--- src/sv/lpht_pkg.sv ---
// Shared constants, codes and control structs for the linear-probe hash table.
// Used by lpht_ctrl, lpht_dp and linear_probe_hash_table_core.
package lpht_pkg;

	localparam int TABLE_DEPTH = 16;
	localparam int SLOT_W      = $clog2(TABLE_DEPTH);
	localparam int CNT_W       = $clog2(TABLE_DEPTH + 1);
	localparam int WORD_W      = 64;
	localparam int BYTE_W      = 8;
	localparam int BITCNT_W    = $clog2(BYTE_W);

	localparam logic [CNT_W-1:0] SLOTS_RESET = CNT_W'(10);

	// register index (byte address / 4)
	localparam logic REG_SLOTS_IN_USE = 1'b0;

	localparam logic [1:0] CMD_INSERT = 2'd0;
	localparam logic [1:0] CMD_UPDATE = 2'd1;
	localparam logic [1:0] CMD_LOOKUP = 2'd2;

	localparam logic [1:0] ST_OK      = 2'd0;
	localparam logic [1:0] ST_DUP     = 2'd1;
	localparam logic [1:0] ST_FULL    = 2'd2;
	localparam logic [1:0] ST_MISSING = 2'd3;

	typedef struct packed {
		logic load;       // take the input word
		logic hash_step;  // one remainder bit
		logic probe_step; // examine one slot
		logic commit;     // write table, load output register
	} dp_cmd_t;

	typedef struct packed {
		logic hash_last;
		logic probe_last;
		logic hit;
		logic out_busy;
	} dp_stat_t;

endpackage

--- src/sv/lpht_ctrl.sv ---
// Control state machine for the linear-probe hash table.
// Depends on lpht_pkg; drives lpht_dp through dp_cmd_t / dp_stat_t.
module lpht_ctrl (
	input  logic              clk,
	input  logic              arst_n,
	input  logic              in_valid,
	output logic              in_ready,
	input  lpht_pkg::dp_stat_t stat,
	output lpht_pkg::dp_cmd_t  cmd
);

	typedef enum logic [3:0] {
		S_IDLE  = 4'b0001,
		S_HASH  = 4'b0010,
		S_PROBE = 4'b0100,
		S_DONE  = 4'b1000
	} state_t;

	state_t state_q, state_d;

	always_comb begin
		state_d = state_q;
		cmd     = '0;
		unique case (state_q)
			S_IDLE: begin
				if (in_valid) begin
					cmd.load = 1'b1;
					state_d  = S_HASH;
				end
			end
			S_HASH: begin
				cmd.hash_step = 1'b1;
				if (stat.hash_last) begin
					state_d = S_PROBE;
				end
			end
			S_PROBE: begin
				cmd.probe_step = 1'b1;
				if (stat.hit || stat.probe_last) begin
					state_d = S_DONE;
				end
			end
			S_DONE: begin
				if (!stat.out_busy) begin
					cmd.commit = 1'b1;
					state_d    = S_IDLE;
				end
			end
			default: begin
				state_d = S_IDLE;
			end
		endcase
	end

	assign in_ready = (state_q == S_IDLE);

	always_ff @(posedge clk or negedge arst_n) begin
		if (!arst_n) begin
			state_q <= S_IDLE;
		end else begin
			state_q <= state_d;
		end
	end

endmodule

--- src/sv/lpht_dp.sv ---
// Datapath: key/value stores, occupied bits, home-slot remainder unit,
// probe pointer and output register. Depends on lpht_pkg.
module lpht_dp (
	input  logic                                clk,
	input  logic                                arst_n,
	input  logic [lpht_pkg::CNT_W-1:0]          n_eff,
	input  lpht_pkg::dp_cmd_t                   cmd,
	output lpht_pkg::dp_stat_t                  stat,
	input  logic [1:0]                          command,
	input  logic [lpht_pkg::WORD_W-1:0]         key_word,
	input  logic [lpht_pkg::WORD_W-1:0]         value_word,
	input  logic                                out_stall,
	output logic                                out_valid,
	output logic [1:0]                          status,
	output logic [3:0]                          slot_index,
	output logic [lpht_pkg::WORD_W-1:0]         value_out
);

	localparam int SW = lpht_pkg::SLOT_W;
	localparam int CW = lpht_pkg::CNT_W;
	localparam int WW = lpht_pkg::WORD_W;

	logic [WW-1:0] key_mem [lpht_pkg::TABLE_DEPTH];
	logic [WW-1:0] val_mem [lpht_pkg::TABLE_DEPTH];
	logic [lpht_pkg::TABLE_DEPTH-1:0] occ_q;

	logic [1:0]    cmd_q;
	logic [WW-1:0] key_q, val_q;

	logic [lpht_pkg::BITCNT_W-1:0] bitcnt_q;
	logic [SW-1:0] rem_q;
	logic [CW-1:0] rem_shift, rem_next;

	logic [SW-1:0] ptr_q, probe_cnt_q, found_slot_q, free_slot_q;
	logic [CW-1:0] ptr_inc;
	logic          found_q, free_found_q;
	logic          hit;

	logic          out_valid_q;
	logic [1:0]    status_q, status_d;
	logic [3:0]    slot_q, slot_d;
	logic [WW-1:0] vout_q, vout_d;
	logic          do_insert, do_update;

	logic [lpht_pkg::BYTE_W-1:0] top_byte;

	// restoring remainder, top byte MSB first: r stays below n_eff
	assign top_byte  = key_q[WW-1 -: lpht_pkg::BYTE_W];
	assign rem_shift = {rem_q, top_byte[~bitcnt_q]};
	assign rem_next  = (rem_shift >= n_eff) ? (rem_shift - n_eff) : rem_shift;

	assign ptr_inc = CW'(ptr_q) + CW'(1);
	assign hit     = occ_q[ptr_q] && (key_mem[ptr_q] == key_q);

	assign stat.hash_last  = (bitcnt_q == '1);
	assign stat.probe_last = (CW'(probe_cnt_q) == n_eff - CW'(1));
	assign stat.hit        = hit;
	assign stat.out_busy   = out_valid_q && out_stall;

	always_ff @(posedge clk) begin
		if (cmd.load) begin
			cmd_q    <= command;
			key_q    <= key_word;
			val_q    <= value_word;
			bitcnt_q <= '0;
			rem_q    <= '0;
		end
		if (cmd.hash_step) begin
			bitcnt_q <= bitcnt_q + 1'b1;
			rem_q    <= rem_next[SW-1:0];
			if (stat.hash_last) begin
				ptr_q        <= rem_next[SW-1:0];
				probe_cnt_q  <= '0;
				found_q      <= 1'b0;
				free_found_q <= 1'b0;
			end
		end
		if (cmd.probe_step) begin
			probe_cnt_q <= probe_cnt_q + 1'b1;
			ptr_q       <= (ptr_inc >= n_eff) ? '0 : ptr_inc[SW-1:0];
			if (hit) begin
				found_q      <= 1'b1;
				found_slot_q <= ptr_q;
			end
			// first empty slot on the path is where an insert lands
			if (!occ_q[ptr_q] && !free_found_q) begin
				free_found_q <= 1'b1;
				free_slot_q  <= ptr_q;
			end
		end
	end

	always_comb begin
		status_d  = lpht_pkg::ST_OK;
		slot_d    = '0;
		vout_d    = '0;
		do_insert = 1'b0;
		do_update = 1'b0;
		unique case (cmd_q)
			lpht_pkg::CMD_INSERT: begin
				if (found_q) begin
					status_d = lpht_pkg::ST_DUP;
				end else if (free_found_q) begin
					slot_d    = 4'(free_slot_q);
					do_insert = 1'b1;
				end else begin
					status_d = lpht_pkg::ST_FULL;
				end
			end
			lpht_pkg::CMD_UPDATE: begin
				if (found_q) begin
					slot_d    = 4'(found_slot_q);
					do_update = 1'b1;
				end else begin
					status_d = lpht_pkg::ST_MISSING;
				end
			end
			default: begin
				if (found_q) begin
					slot_d = 4'(found_slot_q);
					vout_d = val_mem[found_slot_q];
				end else begin
					status_d = lpht_pkg::ST_MISSING;
				end
			end
		endcase
	end

	always_ff @(posedge clk) begin
		if (cmd.commit && do_insert) begin
			key_mem[free_slot_q] <= key_q;
			val_mem[free_slot_q] <= val_q;
		end
		if (cmd.commit && do_update) begin
			val_mem[found_slot_q] <= val_q;
		end
		if (cmd.commit) begin
			status_q <= status_d;
			slot_q   <= slot_d;
			vout_q   <= vout_d;
		end
	end

	always_ff @(posedge clk or negedge arst_n) begin
		if (!arst_n) begin
			occ_q       <= '0;
			out_valid_q <= 1'b0;
		end else begin
			if (cmd.commit && do_insert) begin
				occ_q[free_slot_q] <= 1'b1;
			end
			if (cmd.commit) begin
				out_valid_q <= 1'b1;
			end else if (!out_stall) begin
				out_valid_q <= 1'b0;
			end
		end
	end

	assign out_valid  = out_valid_q;
	assign status     = status_q;
	assign slot_index = slot_q;
	assign value_out  = vout_q;

endmodule

--- src/sv/linear_probe_hash_table_core.sv ---
// Linear-probe hash table, top level: APB register, controller, datapath.
// Depends on lpht_pkg, lpht_ctrl and lpht_dp.
//
// Input channel (in_valid/in_stall) carries one word: command, key_word,
// value_word. Output channel (out_valid/out_stall) returns one word per input:
// status, slot_index, value_out. A word moves when valid is high and stall low.
// Each word: accept, then form the home slot (top key byte modulo the slot
// count, one remainder bit per cycle), then probe slots from there (up to the
// slot count in use, at most 16, stopping early on a key match), then write
// the table and load the output register once it is free. One word is in
// flight at a time; a new word is not taken until the last one is committed.
// A finished result waits in the output register while out_stall is high; the
// next input word can be taken meanwhile, but its result is held back until
// the output register frees. in_stall is high while a word is being worked.
// Reset clears all occupied bits and sets slots_in_use to 10; key and value
// stores hold nothing meaningful until written. slots_in_use sits at byte
// address 0; the user must write it only while the block is idle, which the
// block itself does not enforce. 0 acts as 1 and values above 16 act as 16.
module linear_probe_hash_table_core (
	input  logic                        clk,
	input  logic                        arst_n,
	input  logic                        psel,
	input  logic                        penable,
	input  logic                        pwrite,
	input  logic [2:0]                  paddr,
	input  logic [31:0]                 pwdata,
	output logic [31:0]                 prdata,
	output logic                        pready,
	input  logic                        in_valid,
	output logic                        in_stall,
	input  logic [1:0]                  command,
	input  logic [lpht_pkg::WORD_W-1:0] key_word,
	input  logic [lpht_pkg::WORD_W-1:0] value_word,
	output logic                        out_valid,
	input  logic                        out_stall,
	output logic [1:0]                  status,
	output logic [3:0]                  slot_index,
	output logic [lpht_pkg::WORD_W-1:0] value_out
);

	localparam int CW = lpht_pkg::CNT_W;

	logic [CW-1:0]      slots_q, n_eff;
	logic               in_ready;
	lpht_pkg::dp_cmd_t  cmd;
	lpht_pkg::dp_stat_t stat;

	assign pready = 1'b1;

	always_ff @(posedge clk or negedge arst_n) begin
		if (!arst_n) begin
			slots_q <= lpht_pkg::SLOTS_RESET;
		end else if (psel && penable && pwrite && pready
				&& paddr[2] == lpht_pkg::REG_SLOTS_IN_USE) begin
			slots_q <= pwdata[CW-1:0];
		end
	end

	assign prdata = (paddr[2] == lpht_pkg::REG_SLOTS_IN_USE) ? 32'(slots_q) : '0;

	always_comb begin
		priority if (slots_q == '0) begin
			n_eff = CW'(1);
		end else if (slots_q > CW'(lpht_pkg::TABLE_DEPTH)) begin
			n_eff = CW'(lpht_pkg::TABLE_DEPTH);
		end else begin
			n_eff = slots_q;
		end
	end

	lpht_ctrl u_ctrl (
		.clk      (clk),
		.arst_n   (arst_n),
		.in_valid (in_valid),
		.in_ready (in_ready),
		.stat     (stat),
		.cmd      (cmd)
	);

	lpht_dp u_dp (
		.clk        (clk),
		.arst_n     (arst_n),
		.n_eff      (n_eff),
		.cmd        (cmd),
		.stat       (stat),
		.command    (command),
		.key_word   (key_word),
		.value_word (value_word),
		.out_stall  (out_stall),
		.out_valid  (out_valid),
		.status     (status),
		.slot_index (slot_index),
		.value_out  (value_out)
	);

	assign in_stall = !in_ready;

	// a failed command never reports a slot or a value
	a_fail_zero: assert property (@(posedge clk) disable iff (!arst_n)
		out_valid && status != lpht_pkg::ST_OK |-> slot_index == '0 && value_out == '0)
		else $error("nonzero slot or value on failed command");

	// an accepted word keeps the input side busy in the next cycle
	a_busy_after_accept: assert property (@(posedge clk) disable iff (!arst_n)
		in_valid && !in_stall |=> in_stall)
		else $error("input not stalled after accept");

	// a new result is only produced while a word is in work and the output is not blocked
	a_result_from_work: assert property (@(posedge clk) disable iff (!arst_n)
		cmd.commit |-> in_stall && !(out_valid && out_stall))
		else $error("commit while idle or output blocked");

	// a found or placed slot lies inside the probed range
	a_slot_in_range: assert property (@(posedge clk) disable iff (!arst_n)
		out_valid && status == lpht_pkg::ST_OK |-> CW'(slot_index) < n_eff)
		else $error("slot beyond slot count");

endmodule
--- config.mk ---
export PLATFORM = sky130hd
export DESIGN_NAME = linear_probe_hash_table_core
export DESIGN_NICKNAME = d
export VERILOG_FILES = /design/src/sv/lpht_pkg.sv /design/src/sv/lpht_ctrl.sv /design/src/sv/lpht_dp.sv /design/src/sv/linear_probe_hash_table_core.sv
export SDC_FILE = /design/constraint.sdc
export NUM_CORES = 2
export LEC_CHECK = 0
export ABC_AREA = 1
export BUFFER_PORTS_ARGS = -buffer_cell sky130_fd_sc_hd__buf_2
export CAP_MARGIN = 30
export CORE_MARGIN = 2
export CORE_UTILIZATION = 45
export DETAILED_ROUTE_END_ITERATION = 16
export PLACE_DENSITY = 0.65
export REMOVE_ABC_BUFFERS = 1
export SYNTH_ARGS = -nofsm -noshare
export SYNTH_HDL_FRONTEND = slang
export SYNTH_HIERARCHICAL = 1
export SYNTH_SLANG_ARGS = --single-unit
--- constraint.sdc ---
create_clock -name clk -period 8.6 [get_ports clk]
set_input_delay 0.86 -clock clk [delete_from_list [all_inputs] [get_ports clk]]
set_output_delay 0.86 -clock clk [all_outputs]
set_load 0.02 [all_outputs]
==> metrics.txt <==
status complete, no violations; post-synthesis sequential area ratio 75.2%; Reg clk slew, reported paths around 0.060 ns; clk sinks ~2.3k; Via Count 57.8k; Yosys top cell by area edfxtp_1; # rows 165; peak supply drop 242 uV; Async SR Flop Fraction 1.13%; Stages on worst setup path 17; Sum Neg Setup Slack 0 ns; required time of the critical path 9.06 ns; PwrDens 270 nW/um^2; initial core utilization 45.3%; DRT iter0 DRCs roughly 6.6k; drt wl/cell 23.3 um; Main synth FF type edfxtp_1; maxcap violations 0; Period minus WS final between 5 and 6 ns; H-tree levels 4; Worst-Skew Late Latency 0.88 ns; crit-path leading delay family simple AND/OR/NAND/NOR gates; Die Area 207000 um^2; Residual DRC 0; most frequent cells in the layout edfxtp_1 (2271), nor2_1 (1127), nand2_1 (971), o21ai_0 (788), nand3_1 (559); synthesized area 91700 um^2; critical path class flop to flop; CP max stage cell dfxtp_4; Synth area leaders edfxtp_1 (74%), nor2_1 (4.8%), o21ai_0 (4.3%), nand2_1 (4.0%), nand3_1 (3.1%); design area roughly 100000 um^2; Longest Clk Path Bufs 3; area share of the largest cell type after synthesis 74.4%; root buffer cell clkbuf_16; die height 455 um; Yosys Warn Count 6; share of cells above drive strength 1 9.47%; measured slew at the worst slew-check pin 1.15 ns; worst hold path class primary input to flop; vias in the first global route 55.1k; global-route wire length before repair approximately 350 mm; Core ar. around 200000 um^2; worst rel slew slack 23.4%; Final ANT Viol Nets 0; Post-synth EDFFs 2271; register area 69000 um^2; largest net degree at the start of global routing 218; Setup Skew 0.0812 ns; CP startpoint kind flop; Critical Path, Cell by Cell clkinv_8 > buf_4 > nor2_1 > nor2_1 > o21ai_0 > nand3_1 > nand3_1 > nand2_1 > nand2_1 > nand2_1 > nor2_1 > nand2_1 > nor2_1 > nand2_1 > nor2_1 > nand3_1 > nor2_1; crit-path most repeated cell nor2_1; fill cell count 16.8k; setup violators final 0; GR Util All Layers 22.5%; CP endpoint kind flop; GPL Wtd Cong 0.817; period utilization 59.7%; commonest non-fill, non-tap cell in the layout edfxtp_1; total CTS buffers 228; drt pass-1 iters 6; Crit Path Max Fanout 167; FF-to-FF End u_dp/found_slot_q[1]$_DFFE_PP_; Placed Area 95500 um^2; syn_area_per_cell 12.7 um^2; Final HPWL DP approximately 120 mm; total wire length 237 mm; I/O pins around 280; multi-input logic area a little under 20000 um^2; Synth-to-Final Area Change 12.5%; Post-CTS Resized 0; flop2flop setup slack between 3 and 4 ns; initial antenna violation count 11; Die X 455 um; arrival time worst endpoint approximately 5.6 ns; Critical path buffers and inverters 2; Slew Viols, Final 0; IO Port Bufs 219; total gr overflow 0; Worst R2R Path Depth 17; setup repair after global routing missed its margin no; Critical Path End u_dp/found_slot_q[1]$_DFFE_PP_; DR vias/cell 5.67; final core occ between 50% and 60%; P_leak around 36 nW; CTS tree yes; FMAX 195 MHz; Post-CTS Setup Inserts 0; CP max stage delay 0.90 ns; Gate Count Post-Synth 7194; Final Hold Violating Endpoints 0; NumNets Final about 7.5k; Yosys reg bits around 2.3k; Distinct cells, synth 39
-- cell usage after synthesis (all sizes together) (9+ instances only) --
cell type and number:
a21oi 88, buf 213, clkbuf 250, dfrtp 23, edfxtp 2271, ha 15
inv 313, nand2 973, nand3 559, nand4 9, nor2 1165, o211ai 182
o21ai 822, o221ai 178, o22ai 82, or2 11
-- worst min path at each step --
stage                     cells past startpoint                         end  slack, ns                       start
after floorplan                               2  u_dp/occ_q[10]$_DFFE_PN0P_       0.43  u_dp/occ_q[10]$_DFFE_PN0P_
after global placement                        2   u_dp/occ_q[2]$_DFFE_PN0P_       0.44   u_dp/occ_q[2]$_DFFE_PN0P_
after detailed placement                      2   u_dp/occ_q[5]$_DFFE_PN0P_       0.45   u_dp/occ_q[5]$_DFFE_PN0P_
after CTS                                     1    u_dp/key_q[25]$_DFFE_PP_       0.08                key_word[25]
after global routing                          1    u_dp/val_q[35]$_DFFE_PP_       0.12              value_word[35]
final                                         1    u_dp/key_q[25]$_DFFE_PP_       0.16                key_word[25]
-- area by class of cell --
type                       instances  area share, %
tap                             2672           3.24
timing repair buffer             330           2.23
inverter                         314           1.19
sequential                      2303           66.9
clock buffer                     285           5.82
antenna                            4        0.00971
clock inverter                   146           1.42
multi-input combinational       4140           19.2
-- logic make-up after synthesis --
kind of cell / count (synthesis) / share of synthesized area (%)
adder cells (fa/ha/maj): 16 / 0.227
AND/OR/NAND/NOR: 2728 / 12.1
other: 2 / 0.00819
AO/OA/AOI/OAI: 1357 / 8.76
flip-flops: 2303 / 75.2
XOR/XNOR: 11 / 0.105
buffers and inverters: 777 / 3.60
-- sequential cells by signal (all words and copies together) (netlist names), 2 cells and up, named ones only --
register / cells
u_dp/slot_index: 4
u_dp/occ_q: 16
u_dp/value_out: 64
u_dp/free_slot_q: 4
u_dp/key_mem: 1024
u_dp/ptr_q: 4
u_dp/bitcnt_q: 3
u_dp/val_q: 64
u_ctrl/state_q: 4
u_dp/val_mem: 1024
u_dp/key_q: 64
u_dp/cmd_q: 2
slots_q: 5
u_dp/status: 2
u_dp/probe_cnt_q: 4
u_dp/rem_q: 4
u_dp/found_slot_q: 4
-- power by group --
part           switching (W)  leakage, nW  internal [W]
sequential          0.000657         20.9        0.0130
combinational        0.00310         11.1       0.00122
clock                0.00423         3.60       0.00564
-- per-stage QoR --
step | setup slack (ns) | instances | hold WS (ns) | power (W)
floorplan | -10.56 | 6757 | 0.427 | 0.0169
global placement | 3.24 | 9742 | 0.442 | 0.0181
detailed placement | 3.24 | 9753 | 0.450 | 0.0182
CTS | 3.58 | 10200 | 0.0842 | 0.0280
global route | 3.10 | 10200 | 0.119 | 0.0290
finish | 3.47 | 10200 | 0.156 | 0.0279
-- metal layers --
metal  vias up  share of wire [%]  global-route usage [%]
met4         0                4.2                    9.91
met3       422                7.6                    2.81
met2      2537                 47                    35.6
met5         -                  0                       0
li1      26200                  -                       -
met1     28700                 42                    31.3
-- repair_timing --
item | 4_1_cts | 5_1_grt
hold buffers | 1 | 0
endpoints found under the setup margin | 0 | 0
hold endpoints to repair | 1 | 0
(Power assumes the default switching activity.)
